===== config.mk =====
export PLATFORM = sky130hd
export DESIGN_NAME = key_colon_value_line_tokenizer_top
export DESIGN_NICKNAME = d
export VERILOG_FILES = /design/src/design/kcvlt_pkg.sv /design/src/design/kcvlt_scan.sv /design/src/design/key_colon_value_line_tokenizer_top.sv
export SDC_FILE = /design/constraint.sdc
export NUM_CORES = 1
export LEC_CHECK = 0
export BUFFER_PORTS_ARGS = -buffer_cell sky130_fd_sc_hd__buf_2
export CAP_MARGIN = 10
export CORE_MARGIN = 3
export CORE_UTILIZATION = 40
export CTS_CLUSTER_SIZE = 16
export DETAILED_ROUTE_END_ITERATION = 10
export GPL_TIMING_DRIVEN = 0
export PLACE_DENSITY = 0.63
export REMOVE_ABC_BUFFERS = 1
export SLEW_MARGIN = 40
export SYNTH_ARGS = -nofsm -noshare
export SYNTH_HDL_FRONTEND = slang
export SYNTH_SLANG_ARGS = --single-unit

===== constraint.sdc =====
create_clock -name clk -period 13.4 [get_ports clk]
set_input_delay 0 -clock clk [delete_from_list [all_inputs] [get_ports clk]]
set_output_delay 0 -clock clk [all_outputs]
set_load 0.1 [all_outputs]

===== src/design/kcvlt_pkg.sv =====
`default_nettype none
// ----------------------------------------------------------------------------
// kcvlt_pkg: shared types and constants of the line tokenizer
// Event codes, character codes, the result word layout and whitespace test.
// ----------------------------------------------------------------------------
package kcvlt_pkg;

	localparam int MAX_LINE_DEF = 256;
	localparam int RESULT_W     = 96;

	localparam logic [7:0] CH_NUL   = 8'h00;
	localparam logic [7:0] CH_LF    = 8'h0A;
	localparam logic [7:0] CH_HASH  = 8'h23;
	localparam logic [7:0] CH_COLON = 8'h3A;

	typedef enum logic [1:0] {
		EVT_PAIR = 2'd0,
		EVT_CONT = 2'd1,
		EVT_ERR  = 2'd2
	} event_kind_t;

	typedef struct packed {
		logic [31:0] first_error_line;
		logic [7:0]  value_len;
		logic [7:0]  value_start;
		logic [7:0]  name_len;
		logic [7:0]  name_start;
		logic [31:0] line_number;
		event_kind_t kind;
	} event_t;

	function automatic logic is_ws(input logic [7:0] c);
		return (c == 8'd32) || (c >= 8'd9 && c <= 8'd13);
	endfunction

endpackage
`default_nettype wire


===== src/design/kcvlt_scan.sv =====
`default_nettype none
// ----------------------------------------------------------------------------
// kcvlt_scan: per-line state and event decision
// Holds line and stream state, advances it by one byte per step and forms
// the event of a line that closes on that step.
// ----------------------------------------------------------------------------
module kcvlt_scan import kcvlt_pkg::*; #(
	parameter int MAX_LINE = MAX_LINE_DEF
) (
	input  wire logic       clk,
	input  wire logic       arst_n,
	input  wire logic       step,
	input  wire logic [7:0] char_byte,
	input  wire logic       end_of_stream,
	input  wire logic       stop_on_error,
	output logic            evt_valid,
	output event_t          evt
);

	localparam int CW = $clog2(MAX_LINE);
	localparam logic [CW-1:0] LAST_COL = CW'(MAX_LINE - 1);

	typedef enum logic [2:0] {
		PH_LEAD, PH_COMMENT, PH_CONT, PH_NAME, PH_BAD, PH_VLEAD, PH_VALUE, PH_VDONE
	} phase_t;

	typedef struct packed {
		phase_t        phase;
		logic          lead_ws;
		logic          prev_ws;
		logic          name_present;
		logic          text_cut;
		logic [CW-1:0] column;
		logic [CW-1:0] text_col;
		logic [CW-1:0] name_last;
		logic [CW-1:0] val_first;
		logic [CW-1:0] val_last;
	} line_t;

	localparam line_t LINE_CLEAR = '{phase: PH_LEAD, default: '0};

	line_t       line_q, line_n;
	logic [31:0] line_cnt_q, line_cnt_n;
	logic [31:0] err_line_q, err_line_n;
	logic        prior_name_q, prior_name_n;
	logic        halted_q, halted_n;

	logic          do_close;
	logic          ws;
	logic [CW-1:0] col;

	always_comb begin
		line_n       = line_q;
		line_cnt_n   = line_cnt_q;
		err_line_n   = err_line_q;
		prior_name_n = prior_name_q;
		halted_n     = halted_q;
		do_close     = 1'b0;
		evt_valid    = 1'b0;
		evt          = '0;
		col          = line_q.column;
		ws           = is_ws(char_byte);

		if (end_of_stream) begin
			do_close = !halted_q && (col != '0);
		end else if (!halted_q) begin
			line_n.column = col + 1'b1;
			if (char_byte == CH_LF) begin
				do_close = 1'b1;
			end else begin
				if (!line_q.text_cut) begin
					if (char_byte == CH_NUL) begin
						line_n.text_cut = 1'b1;
					end else begin
						unique case (line_q.phase)
							PH_LEAD: begin
								if (ws) begin
									line_n.lead_ws = 1'b1;
								end else begin
									line_n.text_col = col;
									priority if (char_byte == CH_HASH) begin
										line_n.phase = PH_COMMENT;
									end else if (prior_name_q && line_q.lead_ws) begin
										line_n.val_first = col;
										line_n.val_last  = col;
										line_n.phase     = PH_CONT;
									end else if (char_byte == CH_COLON) begin
										line_n.name_present = 1'b0;
										line_n.phase        = PH_VLEAD;
									end else begin
										line_n.name_present = 1'b1;
										line_n.name_last    = col;
										line_n.prev_ws      = 1'b0;
										line_n.phase        = PH_NAME;
									end
								end
							end
							PH_CONT: begin
								if (!ws) line_n.val_last = col;
							end
							PH_NAME: begin
								priority if (char_byte == CH_COLON) begin
									line_n.phase = PH_VLEAD;
								end else if (char_byte == CH_HASH && line_q.prev_ws) begin
									line_n.phase = PH_BAD;
								end else begin
									if (!ws) line_n.name_last = col;
									line_n.prev_ws = ws;
								end
							end
							PH_VLEAD: begin
								if (!ws) begin
									line_n.val_first = col;
									line_n.val_last  = col;
									line_n.prev_ws   = 1'b0;
									line_n.phase     = PH_VALUE;
								end
							end
							PH_VALUE: begin
								if (char_byte == CH_HASH && line_q.prev_ws) begin
									line_n.phase = PH_VDONE;
								end else begin
									if (!ws) line_n.val_last = col;
									line_n.prev_ws = ws;
								end
							end
							default: begin
							end
						endcase
					end
				end
				if (line_n.column >= LAST_COL) do_close = 1'b1;
			end
		end

		if (do_close) begin
			if (line_cnt_n != '1) line_cnt_n = line_cnt_n + 32'd1;
			unique case (line_n.phase)
				PH_CONT: begin
					evt_valid       = 1'b1;
					evt.kind        = EVT_CONT;
					evt.value_start = 8'(line_n.val_first);
					evt.value_len   = 8'(line_n.val_last - line_n.val_first + 1'b1);
				end
				PH_NAME, PH_BAD: begin
					evt_valid = 1'b1;
					evt.kind  = EVT_ERR;
					if (err_line_n == '0) err_line_n = line_cnt_n;
				end
				PH_VLEAD, PH_VALUE, PH_VDONE: begin
					evt_valid = 1'b1;
					evt.kind  = EVT_PAIR;
					if (line_n.name_present) begin
						evt.name_start = 8'(line_n.text_col);
						evt.name_len   = 8'(line_n.name_last - line_n.text_col + 1'b1);
					end
					if (line_n.phase != PH_VLEAD) begin
						evt.value_start = 8'(line_n.val_first);
						evt.value_len   = 8'(line_n.val_last - line_n.val_first + 1'b1);
					end
					prior_name_n = line_n.name_present;
				end
				default: begin
				end
			endcase
			evt.line_number      = line_cnt_n;
			evt.first_error_line = err_line_n;
			line_n   = LINE_CLEAR;
			halted_n = stop_on_error && (err_line_n != '0);
		end

		if (end_of_stream) begin
			line_n       = LINE_CLEAR;
			line_cnt_n   = '0;
			err_line_n   = '0;
			prior_name_n = 1'b0;
			halted_n     = 1'b0;
		end
	end

	always_ff @(posedge clk or negedge arst_n) begin
		if (!arst_n) begin
			line_q       <= LINE_CLEAR;
			line_cnt_q   <= '0;
			err_line_q   <= '0;
			prior_name_q <= 1'b0;
			halted_q     <= 1'b0;
		end else if (step) begin
			line_q       <= line_n;
			line_cnt_q   <= line_cnt_n;
			err_line_q   <= err_line_n;
			prior_name_q <= prior_name_n;
			halted_q     <= halted_n;
		end
	end

endmodule
`default_nettype wire


===== src/design/key_colon_value_line_tokenizer_top.sv =====
`default_nettype none
// ----------------------------------------------------------------------------
// key_colon_value_line_tokenizer_top: name:value text line tokenizer
// Streams text bytes in and emits one event word per reported line.
// ----------------------------------------------------------------------------
// One input word is taken every clock cycle while the result side keeps up.
// A word is registered on acceptance; when the output side can advance, the
// line state is updated from it and, at that same edge, any event of a line
// that it closes lands in the output register. The line scanner takes one
// word per step, which sets the rate of one word per cycle while the result
// side keeps up. Write stop_on_error only while no word is in flight.
module key_colon_value_line_tokenizer_top import kcvlt_pkg::*; #(
	parameter int MAX_LINE = MAX_LINE_DEF
) (
	input  wire logic                clk,
	input  wire logic                arst_n,
	input  wire logic                cfg_we,
	input  wire logic                cfg_wdata,
	input  wire logic                s_tvalid,
	output logic                     s_tready,
	input  wire logic [7:0]          s_tdata,  // char_byte
	input  wire logic                s_tlast,  // end_of_stream
	output logic                     m_tvalid,
	input  wire logic                m_tready,
	// line_number, name_start, name_len, value_start, value_len, first_error_line
	output logic [RESULT_W-1:0]      m_tdata,
	output logic [1:0]               m_tuser   // event_kind
);

	logic       stop_q;
	logic       valid_s1;
	logic [7:0] byte_s1;
	logic       eos_s1;
	logic       out_valid_q;
	event_t     out_q;
	logic       advance;
	logic       step;
	logic       evt_valid;
	event_t     evt;

	assign advance  = !out_valid_q || m_tready;
	assign s_tready = !valid_s1 || advance;
	assign step     = valid_s1 && advance;

	always_ff @(posedge clk or negedge arst_n) begin
		if (!arst_n) begin
			stop_q      <= 1'b0;
			valid_s1    <= 1'b0;
			out_valid_q <= 1'b0;
		end else begin
			if (cfg_we) stop_q <= cfg_wdata;
			if (s_tready) valid_s1 <= s_tvalid;
			if (advance) out_valid_q <= step && evt_valid;
		end
	end

	always_ff @(posedge clk) begin
		if (s_tvalid && s_tready) begin
			byte_s1 <= s_tdata;
			eos_s1  <= s_tlast;
		end
		if (step && evt_valid) out_q <= evt;
	end

	kcvlt_scan #(
		.MAX_LINE(MAX_LINE)
	) u_scan (
		.clk          (clk),
		.arst_n       (arst_n),
		.step         (step),
		.char_byte    (byte_s1),
		.end_of_stream(eos_s1),
		.stop_on_error(stop_q),
		.evt_valid    (evt_valid),
		.evt          (evt)
	);

	assign m_tvalid = out_valid_q;
	assign m_tuser  = out_q.kind;
	assign m_tdata  = {out_q.first_error_line, out_q.value_len, out_q.value_start,
		out_q.name_len, out_q.name_start, out_q.line_number};

	a_err_recorded: assert property (@(posedge clk) disable iff (!arst_n)
		out_valid_q && out_q.kind == EVT_ERR |->
			out_q.first_error_line != '0 && out_q.first_error_line <= out_q.line_number)
		else $error("error event without a recorded error line");

	a_err_order: assert property (@(posedge clk) disable iff (!arst_n)
		out_valid_q |-> out_q.first_error_line <= out_q.line_number)
		else $error("first error line beyond current line");

	a_cont_no_name: assert property (@(posedge clk) disable iff (!arst_n)
		out_valid_q && out_q.kind != EVT_PAIR |->
			out_q.name_len == '0 && out_q.name_start == '0)
		else $error("name reported on a non-pair event");

	a_ready_when_empty: assert property (@(posedge clk) disable iff (!arst_n)
		!out_valid_q |-> s_tready)
		else $error("input stalled with empty output register");

endmodule
`default_nettype wire


==> results.md <==
Outcome:
- The flow ran to the end, and the final reports show no timing, DRC or antenna violations.

Clock tree:
- CTS built an H-tree with a depth of 1.
- After clock tree synthesis, the setup repair step added 0 buffers.
- In this run, CTS created clock tree buffers numbering 25.
- The largest buffer count on any clock path is 3.
- After clock tree synthesis, the clock-pin slew on the worst setup and hold paths is 60 ps.
- Clock tree synthesis found a total of 223 sinks.
- The clock reaches the later pin of the worst-skew pair after 530 ps.
- TritonCTS built the clock tree.
- The root cell of the clock tree is sky130_fd_sc_hd__clkbuf_16.
- The quantity of gates resized following cts is 0.

STA:
- The final number of hold-violating endpoints is 0.
- For the final database, setup skew stands at 11.0 ps.
- The number of pins with negative max-slew slack in the final report is 0.
- The worst relative slew slack is 43.6%.
- The smallest hold slack is 47.3 ps.
- In the finished design, the share of the clock period the worst path needs comes to 40.3%.
- The final setup violation count is 0.
- The worst path in the final design needs a cycle of 5400 ps, including I/O delays and setup.
- The measured slew at the worst slew-check pin is 840 ps.
- Static timing analysis puts the maximum clock frequency at 185 MHz.
- Setup repair after global routing left no endpoint under its margin.

Place:
- Summed over all nets, the half-perimeter wirelength after detailed placement is 19.1 mm.
- Routability-driven placement finished with a final weighted congestion of 0.885.
- The area after detailed placement is 12400 um2.
- Buffers placed on the I/O ports in this run total 114.

Route:
- The post-detailed-route count of antenna-violating nets is 0.
- In the final routed layout, each cell accounts on average for 17.3 um.
- The number of design-rule violations left by the first detailed-router iteration is 763.
- Before antenna repair, the detailed router went through 6 iterations.
- The total number of vias is 8879.
- The final routed wirelength across all metal layers is 28.2 mm.
- The vias per cell is 5.47.
- After detailed routing, the number of remaining DRC violations is 0.

GRT:
- Entering global routing, the biggest net connects 69 pins.
- The via count of the first global-routing pass is 8456.
- For this run, the total global-route usage over all layers was measured as 18.1%.
- The number of antenna violations at the first check in global routing was 0.
- The global-route wire length before repair is 45.7 mm.
- The total overflow left after global routing is 0.

Floorplanning:
- The die height is 175 um.
- Row generation in the floorplan step produced 61 rows.
- The floorplan die width is 175 um.
- In this run the standard cell core region covers 27900 um2.
- The number of top-level design ports is 115.
- The die covers 30600 um2.
- For this configuration, the core starts out at a cell density of 40.8%.

Cells and area:
- After the last flow step, the layout net total stands at 1273.
- The repair_antennas step left the layout with diodes totalling 0.
- The total non-filler cell area in the finished layout is 13400 um2.
- The share of post-route cells with drive strength above 1 is 17.3%.
- The sequential standard cell area is 6120 um2.
- The area of the multi-input gates is 4980 um2.
- The filler cell count in the final layout is 2630.
- The layout-stage area growth over the synthesis result is 17.5%.

Synth:
- The dominant combinational cell family by area after synthesis is simple AND/OR/NAND/NOR gates.
- The portion of the post-synthesis area used by sequential elements is 53.6%.
- The Yosys step of the flow raised 0 warnings.
- The mapped netlist covers 11400 um2.
- The cell with the most instances after synthesis is sky130_fd_sc_hd__nand2_1.
- The area fraction of the dominant cell type after synthesis is 28.2%.
- The commonest cells after synthesis are 158 x sky130_fd_sc_hd__nand2_1, 145 x sky130_fd_sc_hd__o21ai_0, 116 x sky130_fd_sc_hd__dfrtp_1.
- The synthesized netlist devotes 3.64% of its cell area to adder and majority cells.
- The largest total area in the synthesized netlist belongs to sky130_fd_sc_hd__edfxtp_1.
- Counting every instance in the synthesized netlist gives 1117.
- After synthesis, the share of cell area in mux cells is 2.28%.
- The average instance area after synthesis is 10.2 um2.
- Summing the areas of all compound-gate instances in the mapped netlist gives 15.9% of the synthesized area.
- In the synthesized netlist the dominant register cell turns out to be sky130_fd_sc_hd__dfrtp_1.
- The synthesized netlist devotes 3.23% of its cell area to XOR and XNOR gates.
- Of the total synthesized cell area, the portion taken by AND, OR, NAND and NOR gates is 17.9%.
- Counting flops with an async set or reset pin after synthesis yields a share of 52.0%.
- Yosys mapped a number of flops with a built-in enable equal to 107.
- Sorting the synthesized cells by area gives the leading types as sky130_fd_sc_hd__edfxtp_1 28%, sky130_fd_sc_hd__dfrtp_1 25%, sky130_fd_sc_hd__o21ai_0 6.4%, sky130_fd_sc_hd__nand2_1 5.2%, sky130_fd_sc_hd__ha_1 3.3%.
- Synthesis inferred 223 register bits.
- The distinct cell type count after synthesis is 77.

Worst setup path:
- The top fanout value on the critical path is 18.
- The arrival time at the worst endpoint is 5670 ps.
- The startpoint type of the worst setup path is a flop.
- The critical path class is flop to flop.
- The worst setup path is captured at a flop.
- Data on the critical path is required at its endpoint by 13680 ps.

Power:
- The post-route total power is 1.75 mW.
- The clock network power share is 38.1%.
- In this run, flip-flops and latches consume 43.8% of the power.
- Net switching is 31.5% of the power.
- The total internal power is 1.20 mW.
- Power spread over the standard cell area amounts to 131 nW/um2.
- Combinational cells account for 18.1% of the total power.
- The worst-case IR drop observed on VDD is 0.0000867 V.
- The net switching power of the design is 0.553 mW.
- The leakage component of the power is 5.26 nW.

Run:
- Max-cap violations in this run came to 0.

Min path:
- The path class of the tightest hold or removal check is input pin to asynchronous set/reset pin.
-- layout by cell type, fill, tap and decap left out, drive strengths merged, types with 13 or more instances in the layout --
cell type,synthesis,layout
a32o,14,14
o22ai,13,13
xnor2,20,20
inv,26,27
o31ai,13,13
nor3,20,20
clkbuf,48,34
and2,16,16
a21oi,36,36
nand4,24,24
buf,16,131
nand2,158,158
ha,30,30
o21ai,152,152
dlygate4sd3,0,15
nand3,25,25
xor2,22,22
mux2i,17,17
dfrtp,116,116
edfxtp,107,107
nor4,20,20
nor2,96,96
-- worst max-delay path, cell delays in order, from the launching register on --
cell and delay (ps):
sky130_fd_sc_hd__edfxtp_1 670, sky130_fd_sc_hd__or3_1 460, sky130_fd_sc_hd__a31oi_1 580, sky130_fd_sc_hd__o21ai_0 370, sky130_fd_sc_hd__a21o_1 320, sky130_fd_sc_hd__a21oi_1 150
sky130_fd_sc_hd__mux2_2 380, sky130_fd_sc_hd__ha_1 190, sky130_fd_sc_hd__ha_1 200, sky130_fd_sc_hd__inv_1 70, sky130_fd_sc_hd__fa_1 170, sky130_fd_sc_hd__nor2b_1 50
sky130_fd_sc_hd__o21ai_0 200, sky130_fd_sc_hd__a21boi_0 190, sky130_fd_sc_hd__or4b_2 630, sky130_fd_sc_hd__nand3_1 140, sky130_fd_sc_hd__xnor2_1 160, sky130_fd_sc_hd__xnor2_1 150
sky130_fd_sc_hd__nor2_1 60
-- power by group through the flow --
stage          clock, mW  sequential [mW]  combinational [mW]
2_1_floorplan          0            0.906               0.106
6_report           0.669            0.768               0.317
5_1_grt            0.715            0.771               0.337
3_3_place_gp           0            0.790               0.298
4_1_cts            0.686            0.768               0.318
3_5_place_dp           0            0.781               0.313
-- cell type report --
class,instances,share of cell area (%)
clock buffer,34,5.23
clock inverter,12,0.728
inverter,26,0.728
multi-input combinational,804,37.2
sequential,223,45.7
tap,378,3.53
timing repair buffer,146,6.97
-- flip-flops by register name, indices dropped and copies added (netlist names) --
register             flops
u_scan.col               8
m_tdata                 96
u_scan.prior_name_q      1
u_scan.err_line_q       32
u_scan.halted_q          1
valid_s1                 1
m_tvalid                 1
m_tuser                  2
eos_s1                   1
stop_q                   1
u_scan.line_cnt_q       32
u_scan.line_q           39
byte_s1                  8
-- per-stage QoR --
stage / util (%) / setup slack, ps / instances / TNS (ps)
after floorplan: - / 2930 / 1053 / 0
after global placement: 43.5 / -1940 / 1545 / -191060
after detailed placement: 44.5 / 8090 / 1561 / 0
after CTS: 48.0 / 8090 / 1623 / 0
after global routing: 48.0 / 7690 / 1623 / 0
final: 48.0 / 8000 / 1623 / 0
-- what timing repair did --
item	4_1_cts	5_1_grt
hold endpoints to repair	128	0
hold buffers	16	0
endpoints found under the setup margin	0	0
-- layer usage --
metal | share of wire, % | wire, um | vias to the layer above | track usage [%]
li1 | - | - | 4307 | -
met5 | 0 | 0 | - | 0
met3 | 6.4 | 1800 | 47 | 2.67
met2 | 43 | 12100 | 279 | 26.8
met1 | 49 | 13700 | 4246 | 27.9
met4 | 2.0 | 554 | 0 | 4.22
-- path summary, 6_finish.rpt --
check                                              startpoint                               end  slack (ps)  depth (start not counted)
worst min register to register  u_scan.line_q[26]$_DFFE_PN0P_     u_scan.line_q[26]$_DFFE_PN0P_         480                          2
min in group clk                                   s_tdata[3]              byte_s1[3]$_DFFE_PP_         190                          2
worst max register to register               eos_s1$_DFFE_PP_         m_tdata[63]$_SDFFCE_PN0P_        8000                         18
worst max-delay path                         eos_s1$_DFFE_PP_         m_tdata[63]$_SDFFCE_PN0P_        8000                         18
worst min-delay path                                   arst_n  u_scan.err_line_q[5]$_DFFE_PN0P_          50                          3
max in group asynchronous                              arst_n      u_scan.line_q[9]$_DFFE_PN0P_       12990                          3
-- kinds of logic (layout without fill, tap and decap cells) --
| kind of cell | Yosys count | after routing |
|---|---|---|
| simple gates | 416 | 416 |
| compound gates | 289 | 289 |
| flops | 223 | 223 |
| buf+inv | 90 | 218 |
| xor+xnor | 42 | 42 |
| fa+ha+maj | 32 | 32 |
| mux | 25 | 25 |
Power figures use the tool's default switching activity.
